**config.mk**
```make
export PLATFORM = sky130hd
export DESIGN_NAME = spab_div
export DESIGN_NICKNAME = d
export VERILOG_FILES = /design/src/rtl/spab_pkg.sv /design/src/rtl/spab_div.sv
export SDC_FILE = /design/constraint.sdc
export NUM_CORES = 1
export LEC_CHECK = 0
export BUFFER_PORTS_ARGS = -buffer_cell sky130_fd_sc_hd__buf_4
export CAP_MARGIN = 20
export CORE_UTILIZATION = 45
export DETAILED_ROUTE_END_ITERATION = 6
export PLACE_DENSITY = 0.64
export SETUP_SLACK_MARGIN = 0.1
export SYNTH_ARGS = -nofsm -noshare
export SYNTH_HDL_FRONTEND = slang
export SYNTH_SLANG_ARGS = --single-unit
```
**constraint.sdc**
```tcl
create_clock -name clock -period 8.45 [get_ports clock]
set_input_delay 0.845 -clock clock [delete_from_list [all_inputs] [get_ports clock]]
set_output_delay 0.845 -clock clock [all_outputs]
set_load 0.005 [all_outputs]
```
**src/rtl/spab_pkg.sv**
```systemverilog
// Shared types and constants for the splat alpha brush texel pipeline.
// No dependencies; used by every module under rtl/.
package spab_pkg;

   // Register indexes of the configuration port
   typedef enum logic [2:0] {
      REG_CENTER_U       = 3'd0,
      REG_CENTER_V       = 3'd1,
      REG_TERRAIN_WIDTH  = 3'd2,
      REG_TERRAIN_HEIGHT = 3'd3,
      REG_INNER_RADIUS   = 3'd4,
      REG_OUTER_RADIUS   = 3'd5,
      REG_BRUSH_ALPHA    = 3'd6,
      REG_BRUSH_MODE     = 3'd7
   } reg_type;

   // Region codes on the result channel
   localparam logic [1:0] REGION_OUT   = 2'd0;
   localparam logic [1:0] REGION_INNER = 2'd1;
   localparam logic [1:0] REGION_RING  = 2'd2;

   typedef struct packed {
      logic signed [17:0] center_u;
      logic signed [17:0] center_v;
      logic [15:0]        terrain_width;
      logic [15:0]        terrain_height;
      logic [15:0]        inner_radius;
      logic [15:0]        outer_radius;
      logic [7:0]         brush_alpha;
      logic [2:0]         brush_mode;
   } cfg_type;

   localparam cfg_type CFG_RESET = '{
      center_u:       18'sd0,
      center_v:       18'sd0,
      terrain_width:  16'd4096,
      terrain_height: 16'd4096,
      inner_radius:   16'd80,
      outer_radius:   16'd160,
      brush_alpha:    8'd255,
      brush_mode:     3'd0
   };

   // Texel word and region flags carried alongside the arithmetic
   typedef struct packed {
      logic [31:0] word;
      logic        inner;
      logic        ring;
   } side_type;

endpackage

```
**src/rtl/spab_div.sv**
```systemverilog
// Falloff color: alpha*(outer-len) divided by (outer-inner), eight quotient bits
// resolved two per stage after a product stage. Depends on spab_pkg.
module spab_div (
   input  logic                clock,
   input  logic                reset,
   input  spab_pkg::cfg_type   cfg,
   input  logic                in_valid,
   output logic                in_ready,
   input  logic [15:0]         in_len,
   input  spab_pkg::side_type  in_side,
   output logic                out_valid,
   input  logic                out_ready,
   output logic [7:0]          out_q,
   output spab_pkg::side_type  out_side
);

   localparam int NS = 5;

   logic [NS-1:0]      v_ff;
   logic [NS-1:0]      en;
   logic [23:0]        rem_ff [NS];
   logic [7:0]         q_ff   [NS];
   logic [23:0]        rem_in [NS];
   logic [7:0]         q_in   [NS];
   spab_pkg::side_type side_ff [NS];
   logic [15:0]        den_ff;
   logic [15:0]        span;

   // Quotient is below 256 since the remainder starts below den*256
   function automatic logic [31:0] div_step(input logic [23:0] rem, input logic [7:0] q,
                                            input logic [15:0] den, input int bitpos);
      logic [23:0] d;
      logic [23:0] r;
      logic [7:0]  qq;
      d  = {8'd0, den} << bitpos;
      r  = rem;
      qq = q;
      if (rem >= d) begin
         r  = rem - d;
         qq = q | (8'd1 << bitpos);
      end
      return {r, qq};
   endfunction

   always_ff @(posedge clock) begin
      den_ff <= cfg.outer_radius - cfg.inner_radius;
   end

   assign span = cfg.outer_radius - in_len;

   always_comb begin
      en[NS-1] = !v_ff[NS-1] || out_ready;
      for (int k = NS - 2; k >= 0; k--) begin
         en[k] = !v_ff[k] || en[k+1];
      end
   end
   assign in_ready = en[0];

   // Stage 0 forms the dividend, stage k resolves bits 9-2k and 8-2k
   always_comb begin
      logic [31:0] a;
      logic [31:0] b;
      rem_in[0] = cfg.brush_alpha * span;
      q_in[0]   = 8'd0;
      for (int k = 1; k < NS; k++) begin
         a         = div_step(rem_ff[k-1], q_ff[k-1], den_ff, 9 - 2 * k);
         b         = div_step(a[31:8], a[7:0], den_ff, 8 - 2 * k);
         rem_in[k] = b[31:8];
         q_in[k]   = b[7:0];
      end
   end

   always_ff @(posedge clock) begin
      if (reset) begin
         v_ff <= '0;
      end else begin
         if (en[0]) v_ff[0] <= in_valid;
         for (int k = 1; k < NS; k++) begin
            if (en[k]) v_ff[k] <= v_ff[k-1];
         end
      end
   end

   always_ff @(posedge clock) begin
      if (en[0]) begin
         rem_ff[0]  <= rem_in[0];
         q_ff[0]    <= q_in[0];
         side_ff[0] <= in_side;
      end
      for (int k = 1; k < NS; k++) begin
         if (en[k]) begin
            rem_ff[k]  <= rem_in[k];
            q_ff[k]    <= q_in[k];
            side_ff[k] <= side_ff[k-1];
         end
      end
   end

   assign out_valid = v_ff[NS-1];
   assign out_q     = q_ff[NS-1];
   assign out_side  = side_ff[NS-1];

endmodule

```
==> flow_metrics.env <==
export IMPL_status="finished clean"
export IMPL_drc=0
export IMPL_final_hold_violation_count=0
export IMPL_async_flop_share_pct=0
export IMPL_pin_count=209
export IMPL_cts_tree="yes"
export IMPL_worst_setup_path_start_kind="input port"
export IMPL_multi_input_area_um2=11900
export IMPL_finalCritPeriodShare_pct=87.5
export IMPL_grt_max_degree=63
export IMPL_cp_max_fo=8
export IMPL_io_buffers=137
export IMPL_slowest_delay_ns=0.56
export IMPL_synth_cell_types=83
export IMPL_post_cts_setup_buffers=0
export IMPL_final_layout_size_suffix_gt1_share_pct=13.8
export IMPL_ys_warnings_count=0
export IMPL_cts_made_buffers=35
export IMPL_crit_slowest_cell="xor2_1"
export IMPL_clkLatencyLatePin_ns=0.53
export IMPL_syn_inst=2071
export IMPL_dp_hpwl_um=36400
export IMPL_relSlewSlack_pct=34.8
export IMPL_fin_nets=2663
export IMPL_synth_nets=2531
export IMPL_grt_pass1_vias=15500
export IMPL_routed_wl_um=48200
export IMPL_die_x_um=224
export IMPL_yosys_most_used_dff="edfxtp_1"
export IMPL_fill_cells=4266
export IMPL_critPathRequiredTime_ns=8.73
export IMPL_antenna_cells=0
export IMPL_ys_ff_latch=307
export IMPL_tightestPinTransition_ns=0.978
export IMPL_ys_seq_area_share_pct=40.6
export IMPL_end_kind="register"
export IMPL_drt_iter0_drc=885
export IMPL_grt_pass1_wl_um=78200
export IMPL_cap_violations=0
export IMPL_coreArea_um2=48100
export IMPL_grt_antenna_before_repair=0
export IMPL_antenna_left=0
export IMPL_pre_cts_ws_ns=0.578
export IMPL_numClockSinks=307
export IMPL_row_count=80
export IMPL_regArea_um2=9010
export IMPL_clk_pin_slew_worst_paths_ns=0.06
export IMPL_setup_tns_ns=0
export IMPL_wl_per_cell_um=16.7
export IMPL_synth_edf_count=286
export IMPL_critPathKind="in -> reg"
export IMPL_ctsHoldBuffers=0
export IMPL_wl_met1_um=21500
export IMPL_die_y_um=224
export IMPL_routed_via_density=5.31
export IMPL_cpMostUsedCell="fa_1"
export IMPL_dr_wl_met3_um=1380
export IMPL_setup_ws_ns=1.06
export IMPL_first_pass_iters=5
export IMPL_fmax_mhz=135
export IMPL_maxSlewViolCount=0
export IMPL_root_buffer="clkbuf_16"
export IMPL_setup_viol=0
export IMPL_max_clock_path_buffers=3
export IMPL_start_util_pct=46.0
export IMPL_rsz0062_at_grt="false"
export IMPL_syn_area_um2=22200
export IMPL_grt_usage_pct=19.6
export IMPL_highest_layer="met4"
export IMPL_period_needed_ns=7.39
export IMPL_cts_resized=0
export IMPL_wl_met2_um=24300
export IMPL_skew_ns=0.0173
export IMPL_critPathTopFamily="adder cells"
export IMPL_post_synth_cell_area_avg_um2=10.7
export IMPL_vias=15300
export IMPL_grt_ovfl_total=0
export IMPL_htreeDepth=2
export IMPL_gp_congestion=0.871
export IMPL_cp_num_buf_inv=4
export IMPL_final_util_pct=51.6
export IMPL_synthToLayoutAreaGrowth_pct=12.1
export IMPL_die_area_um2=50200
export IMPL_cp_arrival_ns=7.67
export IMPL_worstHoldPathType="reg -> reg"
cells in the mapped netlist (all sizes together), types with 23 or more instances:
cell,instances,area share [%]
and2,93,2.6
fa,93,8.4
inv,219,3.7
nand3,28,0.63
xnor2,99,3.9
a21oi,127,2.9
nor2b,50,1.4
nand2,114,1.9
o21ai,91,2.1
a21boi,27,0.91
nor3,36,0.88
a21o,53,1.8
ha,202,11
nor2,139,2.4
buf,53,1.8
edfxtp,286,39
mux2,56,2.8
xor2,23,0.91
cell type report:
type / instances / area share (%)
Multi-Input combinational cell: 1473 / 47.7
Timing Repair Buffer: 166 / 5.01
Inverter: 220 / 3.34
Clock buffer: 44 / 3.78
Clock inverter: 17 / 0.584
Tap cell: 656 / 3.30
Sequential cell: 307 / 36.2
layer usage:
layer,up-vias,GRT usage [%]
met2,228,35.2
met3,81,2.27
met1,7451,24.6
met4,0,5.61
met5,-,0
li1,7548,-
stage by stage:
step	hold WS [ns]	area, um2	instances
after floorplan	0.400	22200	2071
after CTS	0.413	24900	2883
after detailed placement	0.405	23800	2822
after global routing	0.420	24900	2883
after global placement	0.400	23800	2822
final	0.416	24900	2883
cell families after synthesis:
family,after synthesis,synth area share [%]
AND/OR/NAND/NOR,571,13.4
multiplexers,64,3.21
adder cells (fa/ha/maj),295,19.8
XOR/XNOR,122,4.82
buffers and inverters,291,5.89
AO/OA/AOI/OAI,421,12.2
flip-flops,307,40.6
final timing paths:
path	end	depth (start not counted)	slack [ns]	startpoint
min	q_ff[0][23]	0	0.42	q_ff[0][15]
max reg2reg	rem_ff[0][37]	26	1.65	den_ff[1]
min reg2reg	q_ff[0][23]	0	0.42	q_ff[0][15]
max	rem_ff[0][23]	28	1.06	cfg[11]
cells in the final DEF, fill, tap and decap left out, types with 27 or more instances in the layout:
cell type  synthesis  layout
nor2_1           139     139
xnor2_1           99      99
ha_1             202     202
nand2_1          114     112
a21oi_1          125     125
nor3_1            33      33
inv_1            217     215
and2_1            92      92
mux2_2            49      49
edfxtp_1         286     286
nor2b_1           50      50
fa_1              93      93
nand3_1           28      27
buf_4             44     166
clkbuf_16          0      35
a21o_1            53      53
o21ai_0           86      86
registers in the layout, summed over array words and instances, names as in the netlist:
signal,flops
den_ff,16
q_ff,20
rem_ff,96
side_ff,170
v_ff,5
Power is left out: the tool's default activity adds up to more than one toggle a clock period on the data nets, which glitch-free logic cannot reach.
