File: src/rtl/spab_pkg.sv
// Shared types and constants for the splat alpha brush texel pipeline.
// No dependencies; used by every module under rtl/.
package spab_pkg;

   // Register indexes of the configuration port
   typedef enum logic [2:0] {
      REG_CENTER_U       = 3'd0,
      REG_CENTER_V       = 3'd1,
      REG_TERRAIN_WIDTH  = 3'd2,
      REG_TERRAIN_HEIGHT = 3'd3,
      REG_INNER_RADIUS   = 3'd4,
      REG_OUTER_RADIUS   = 3'd5,
      REG_BRUSH_ALPHA    = 3'd6,
      REG_BRUSH_MODE     = 3'd7
   } reg_type;

   // Region codes on the result channel
   localparam logic [1:0] REGION_OUT   = 2'd0;
   localparam logic [1:0] REGION_INNER = 2'd1;
   localparam logic [1:0] REGION_RING  = 2'd2;

   typedef struct packed {
      logic signed [17:0] center_u;
      logic signed [17:0] center_v;
      logic [15:0]        terrain_width;
      logic [15:0]        terrain_height;
      logic [15:0]        inner_radius;
      logic [15:0]        outer_radius;
      logic [7:0]         brush_alpha;
      logic [2:0]         brush_mode;
   } cfg_type;

   localparam cfg_type CFG_RESET = '{
      center_u:       18'sd0,
      center_v:       18'sd0,
      terrain_width:  16'd4096,
      terrain_height: 16'd4096,
      inner_radius:   16'd80,
      outer_radius:   16'd160,
      brush_alpha:    8'd255,
      brush_mode:     3'd0
   };

   // Texel word and region flags carried alongside the arithmetic
   typedef struct packed {
      logic [31:0] word;
      logic        inner;
      logic        ring;
   } side_type;

endpackage

File: src/rtl/spab_sqrt.sv
// Pipelined integer square root of a 32-bit value, two result bits per stage.
// Depends on spab_pkg for the carried side data.
module spab_sqrt (
   input  logic                clock,
   input  logic                reset,
   input  logic                in_valid,
   output logic                in_ready,
   input  logic [31:0]         in_n,
   input  spab_pkg::side_type  in_side,
   output logic                out_valid,
   input  logic                out_ready,
   output logic [15:0]         out_root,
   output spab_pkg::side_type  out_side
);

   localparam int NS = 8;

   typedef struct packed {
      logic [17:0] rem;
      logic [15:0] root;
      logic [31:0] n;
   } sq_type;

   logic [NS-1:0]      v_ff;
   logic [NS-1:0]      en;
   sq_type             st_ff [NS];
   sq_type             st_in [NS];
   spab_pkg::side_type side_ff [NS];

   // One restoring step: bring down two bits, try 4*root+1
   function automatic sq_type sq_step(input sq_type s);
      logic [19:0] t;
      logic [19:0] trial;
      sq_type      r;
      t     = {s.rem, s.n[31:30]};
      trial = {2'b00, s.root, 2'b01};
      r.n   = {s.n[29:0], 2'b00};
      if (t >= trial) begin
         r.rem  = 18'(t - trial);
         r.root = {s.root[14:0], 1'b1};
      end else begin
         r.rem  = t[17:0];
         r.root = {s.root[14:0], 1'b0};
      end
      return r;
   endfunction

   always_comb begin
      en[NS-1] = !v_ff[NS-1] || out_ready;
      for (int k = NS - 2; k >= 0; k--) begin
         en[k] = !v_ff[k] || en[k+1];
      end
   end
   assign in_ready = en[0];

   // Two steps per stage
   always_comb begin
      st_in[0] = sq_step(sq_step('{rem: 18'd0, root: 16'd0, n: in_n}));
      for (int k = 1; k < NS; k++) begin
         st_in[k] = sq_step(sq_step(st_ff[k-1]));
      end
   end

   always_ff @(posedge clock) begin
      if (reset) begin
         v_ff <= '0;
      end else begin
         if (en[0]) v_ff[0] <= in_valid;
         for (int k = 1; k < NS; k++) begin
            if (en[k]) v_ff[k] <= v_ff[k-1];
         end
      end
   end

   always_ff @(posedge clock) begin
      if (en[0]) begin
         st_ff[0]   <= st_in[0];
         side_ff[0] <= in_side;
      end
      for (int k = 1; k < NS; k++) begin
         if (en[k]) begin
            st_ff[k]   <= st_in[k];
            side_ff[k] <= side_ff[k-1];
         end
      end
   end

   assign out_valid = v_ff[NS-1];
   assign out_root  = st_ff[NS-1].root;
   assign out_side  = side_ff[NS-1];

endmodule

File: config.mk
export PLATFORM = sky130hd
export DESIGN_NAME = spab_sqrt
export DESIGN_NICKNAME = d
export VERILOG_FILES = /design/src/rtl/spab_pkg.sv /design/src/rtl/spab_sqrt.sv
export SDC_FILE = /design/constraint.sdc
export NUM_CORES = 1
export LEC_CHECK = 0
export BUFFER_PORTS_ARGS = -buffer_cell sky130_fd_sc_hd__buf_2
export CAP_MARGIN = 15
export CORE_MARGIN = 1.5
export CORE_UTILIZATION = 56
export CTS_BUF_LIST = sky130_fd_sc_hd__clkbuf_16
export CTS_CLUSTER_SIZE = 24
export DETAILED_ROUTE_END_ITERATION = 8
export PLACE_DENSITY = 0.8
export SLEW_MARGIN = 15
export SYNTH_ARGS = -nofsm -noshare
export SYNTH_HDL_FRONTEND = slang
export SYNTH_SLANG_ARGS = --single-unit
File: constraint.sdc
create_clock -name clock -period 6.11 [get_ports clock]
set_clock_uncertainty 0.2 [all_clocks]
set_input_delay 0.611 -clock clock [delete_from_list [all_inputs] [get_ports clock]]
set_output_delay 0.611 -clock clock [all_outputs]
set_load 0.005 [all_outputs]
==> summary.md <==
| Metric | Value |
|---|---|
| Status | completed |
| Worst-path clk slew | around 0.07 ns |
| DR pass1 iterations | 5 |
| Routed via count | between 15,000 and 20,000 |
| Tightest Pin Transition | ~1.1 ns |
| Final hold violations | 0 |
| Reg power frac | 45.5% |
| WL per Instance | 19.7 um |
| Final setup fails | 0 |
| CTS root buf | clkbuf_16 |
| Switch share | a little under a third |
| Setup crit start kind | flop |
| Critical Path Fanout Max | 14 |
| Post-synthesis mux area share | 1.32% |
| Element type at the critical path end | flop |
| Crit share post-route | roughly nine tenths |
| Post-synthesis adder-cell area fraction | ~6.7% |
| Fillers | about 3,600 |
| DRC | 0 |
| Worst path required time | 6.29 ns |
| Min Tclk post-route | about 5.5 ns |
| CTS Buffer Depth | 3 |
| Synth cell types | 85 |
| Post-Syn Instances | 2,154 |
| Post-synthesis register bit count | roughly 580 |
| Placeable Area | 0.0491 mm^2 |
| Mapped Area | 0.0279 mm^2 |
| I/O pin count | roughly 120 |
| Core Rows | a little over 80 |
| Pint | between 0.008 and 0.009 W |
| Final core utilization | about 64% |
| Synth cell count leaders | 574 x edfxtp_1, 149 x ha_1, 149 x nor2_1, 140 x inv_1, 137 x a21oi_1 |
| Hold crit path type | in -> reg |
| Grt ovf | 0 |
| Sequential fraction of the synthesis area | 62.4% |
| Total wire length | roughly 60,000 um |
| Crit Path Class | reg -> reg |
| Port buffer count | roughly 120 |
| Setup TNS after final layout | 0 ns |
| Vias in the first global route | between 15,000 and 20,000 |
| Ys flop type | edfxtp_1 |
| Initial drt markers | around 1,300 |
| Power share of the clock group | 29.9% |
| Leakage | roughly 13 nW |
| Crit-path leading delay family | compound AO/OA/AOI/OAI gates |
| Maxcap violations | 0 |
| Initial Util | 56.8% |
| Number of vias per cell | roughly 5.8 |
| Area Overhead vs Synth | 12.9% |
| Post-synth EDFFs | 574 |
| Die width | around 230 um |
| Worst Path Arrival | roughly 5.7 ns |
| Slew Limit Fails | 0 |
| Nets | ~2,500 |
| Synth top area share | roughly three fifths |
| First-pass GRT wire length | between 90,000 and 100,000 um |
| H-tree Lvls | 2 |
| Synth Area in Compound Gates | about a tenth |
| Initial antenna violation count | 5 |
| CTS tree | built |
| Achievable Freq | roughly 180 MHz |
| Main combinational cell family by area after synthesis | compound AO/OA/AOI/OAI gates |
| Routability cong. | roughly 0.94 |
| Die area | 0.0511 mm^2 |
| Net Sw Power | 0.00357 W |
| Synth top area cells | edfxtp_1 62%, ha_1 6.7%, xnor2_1 3.2% |
| Most common cell in the netlist | edfxtp_1 |
| Total track usage | roughly a quarter |
| Share of flip-flops with an asynchronous set or reset | 0% |
| Synthesized area per cell | 12.9 um^2 |
| RSZ-0062 raised after global routing | no |
| Crit-path cells | inv_1 > ha_1 > nor2b_1 > o31a_1 > o311ai_1 > nand3_2 > inv_1 > nor2_1 > nor2_1 > ha_1 > nand2_1 > a2111oi_0 > a31oi_1 > o311ai_1 > a221o_1 > a221o_1 > a41oi_1 > nand4_1 > xor2_1 |
| Detailed Place HPWL | approximately 40,000 um |
| Slew headroom | a little over a quarter |
| Share of layout cells above drive strength 1 | 11.9% |
| Combinational power share | 24.7% |
| Slowest-stage cell, CP | o311ai_1 |
| Largest stage delay, worst path | 0.56 ns |
| Clk_lat worst skew | 0.64 ns |
| Ys Warns | 0 |
| CTS Buf Count | 57 |
| ANT nets after route | 0 |
| Synth area leader | edfxtp_1 |
| Post-Synth Simple-Gate Area | between 9 and 10% |
| Pwr dens | 374 mW/mm^2 |
| Buffer and inverter count on the worst path | 2 |
| Sink Count | 582 |
| Largest net degree at the start of global routing | between 70 and 80 |
| VDD IR max | approximately 280 uV |
| Synth Area in XOR/XNOR | slightly above 5% |
| Die height | approximately 230 um |
| Fin Hold WS | around 0.027 ns |
==> worst reg2reg max path: cells and delay by family, from the launching register on <==
family | cells | cell delay (ns)
XOR/XNOR | 1 | 0.16
flip-flops | 1 | 0.50
AND/OR/NAND/NOR | 6 | 0.87
adder cells (fa/ha/maj) | 2 | 0.55
AO/OA/AOI/OAI | 8 | 2.45
buffers and inverters | 2 | 0.57
==> cell usage in the layout, fill, tap and decap left out, types with 61 or more instances in the layout <==
master / instances
edfxtp_1: 574
nor2_1: 149
ha_1: 149
inv_1: 144
a21oi_1: 137
buf_2: 121
nand2_1: 106
xnor2_1: 102
o21ai_0: 86
xor2_1: 61
==> cells by family (layout without fill, tap and decap cells) <==
group / Yosys count / after routing
flip-flops: 582 / 582
AND/OR/NAND/NOR: 542 / 542
AO/OA/AOI/OAI: 453 / 453
buffers and inverters: 230 / 448
XOR/XNOR: 163 / 163
adder cells (fa/ha/maj): 149 / 149
multiplexers: 34 / 34
other: 1 / 6
==> final timing paths <==
kind                start       endpoint  slack [ns]  cells past startpoint
max          st_ff[1][88]  st_ff[1][185]        0.56                     19
min              in_valid        v_ff[0]        0.03                      3
max reg2reg  st_ff[1][88]  st_ff[1][185]        0.56                     19
min reg2reg  st_ff[0][72]  st_ff[0][138]        0.17                      0
==> layout make-up <==
class / instances / area, um^2 / share of cell area [%]
sequential: 582 / 17400 / 55.3
multi-input combinational: 1343 / 9430 / 30.0
clock buffer: 57 / 1430 / 4.53
timing repair buffer: 201 / 1360 / 4.31
tap: 664 / 831 / 2.64
inverter: 141 / 533 / 1.69
clock inverter: 49 / 479 / 1.52
antenna: 4 / 10.0 / 0.0318
==> power by group through the flow <==
stage	logic (W)	clock network, W	registers, W
after floorplan	0.00226	0	0.00525
after global placement	0.00275	0	0.00540
after detailed placement	0.00281	0	0.00542
after CTS	0.00287	0.00357	0.00535
after global routing	0.00321	0.00373	0.00541
final	0.00290	0.00352	0.00535
==> registers in the layout (all words and copies together) (netlist names) <==
register,count
st_ff,302
side_ff,272
v_ff,8
==> stage by stage <==
| stage | setup slack, ns | instances | instance area, um^2 | power [W] |
|---|---|---|---|---|
| after global routing | 0.107 | 3041 | 31500 | 0.0124 |
| after detailed placement | 0.637 | 2871 | 28900 | 0.00823 |
| after global placement | 0.750 | 2871 | 28900 | 0.00815 |
| after CTS | 0.619 | 3037 | 31400 | 0.0118 |
| after floorplan | 0.0176 | 2155 | 27900 | 0.00751 |
| final | 0.564 | 3041 | 31500 | 0.0118 |
==> metal layers <==
layer	routed length (um)	part of all wire, %	vias up	global-route usage [%]
li1	-	-	8384	-
met1	24300	41	8426	29.8
met2	30700	51	598	42.3
met3	3120	5.2	108	2.91
met4	1730	2.9	0	7.98
met5	0	0	-	0
==> repair_timing <==
| item | 4_1_cts | 5_1_grt |
|---|---|---|
| endpoints found under the hold margin | 60 | 0 |
| buffers inserted | 0 | 0 |
| setup endpoints to repair | 0 | 5 |
| gates resized for setup | 0 | 1 |
| hold buffers | 60 | 0 |
(Power assumes the default switching activity.)
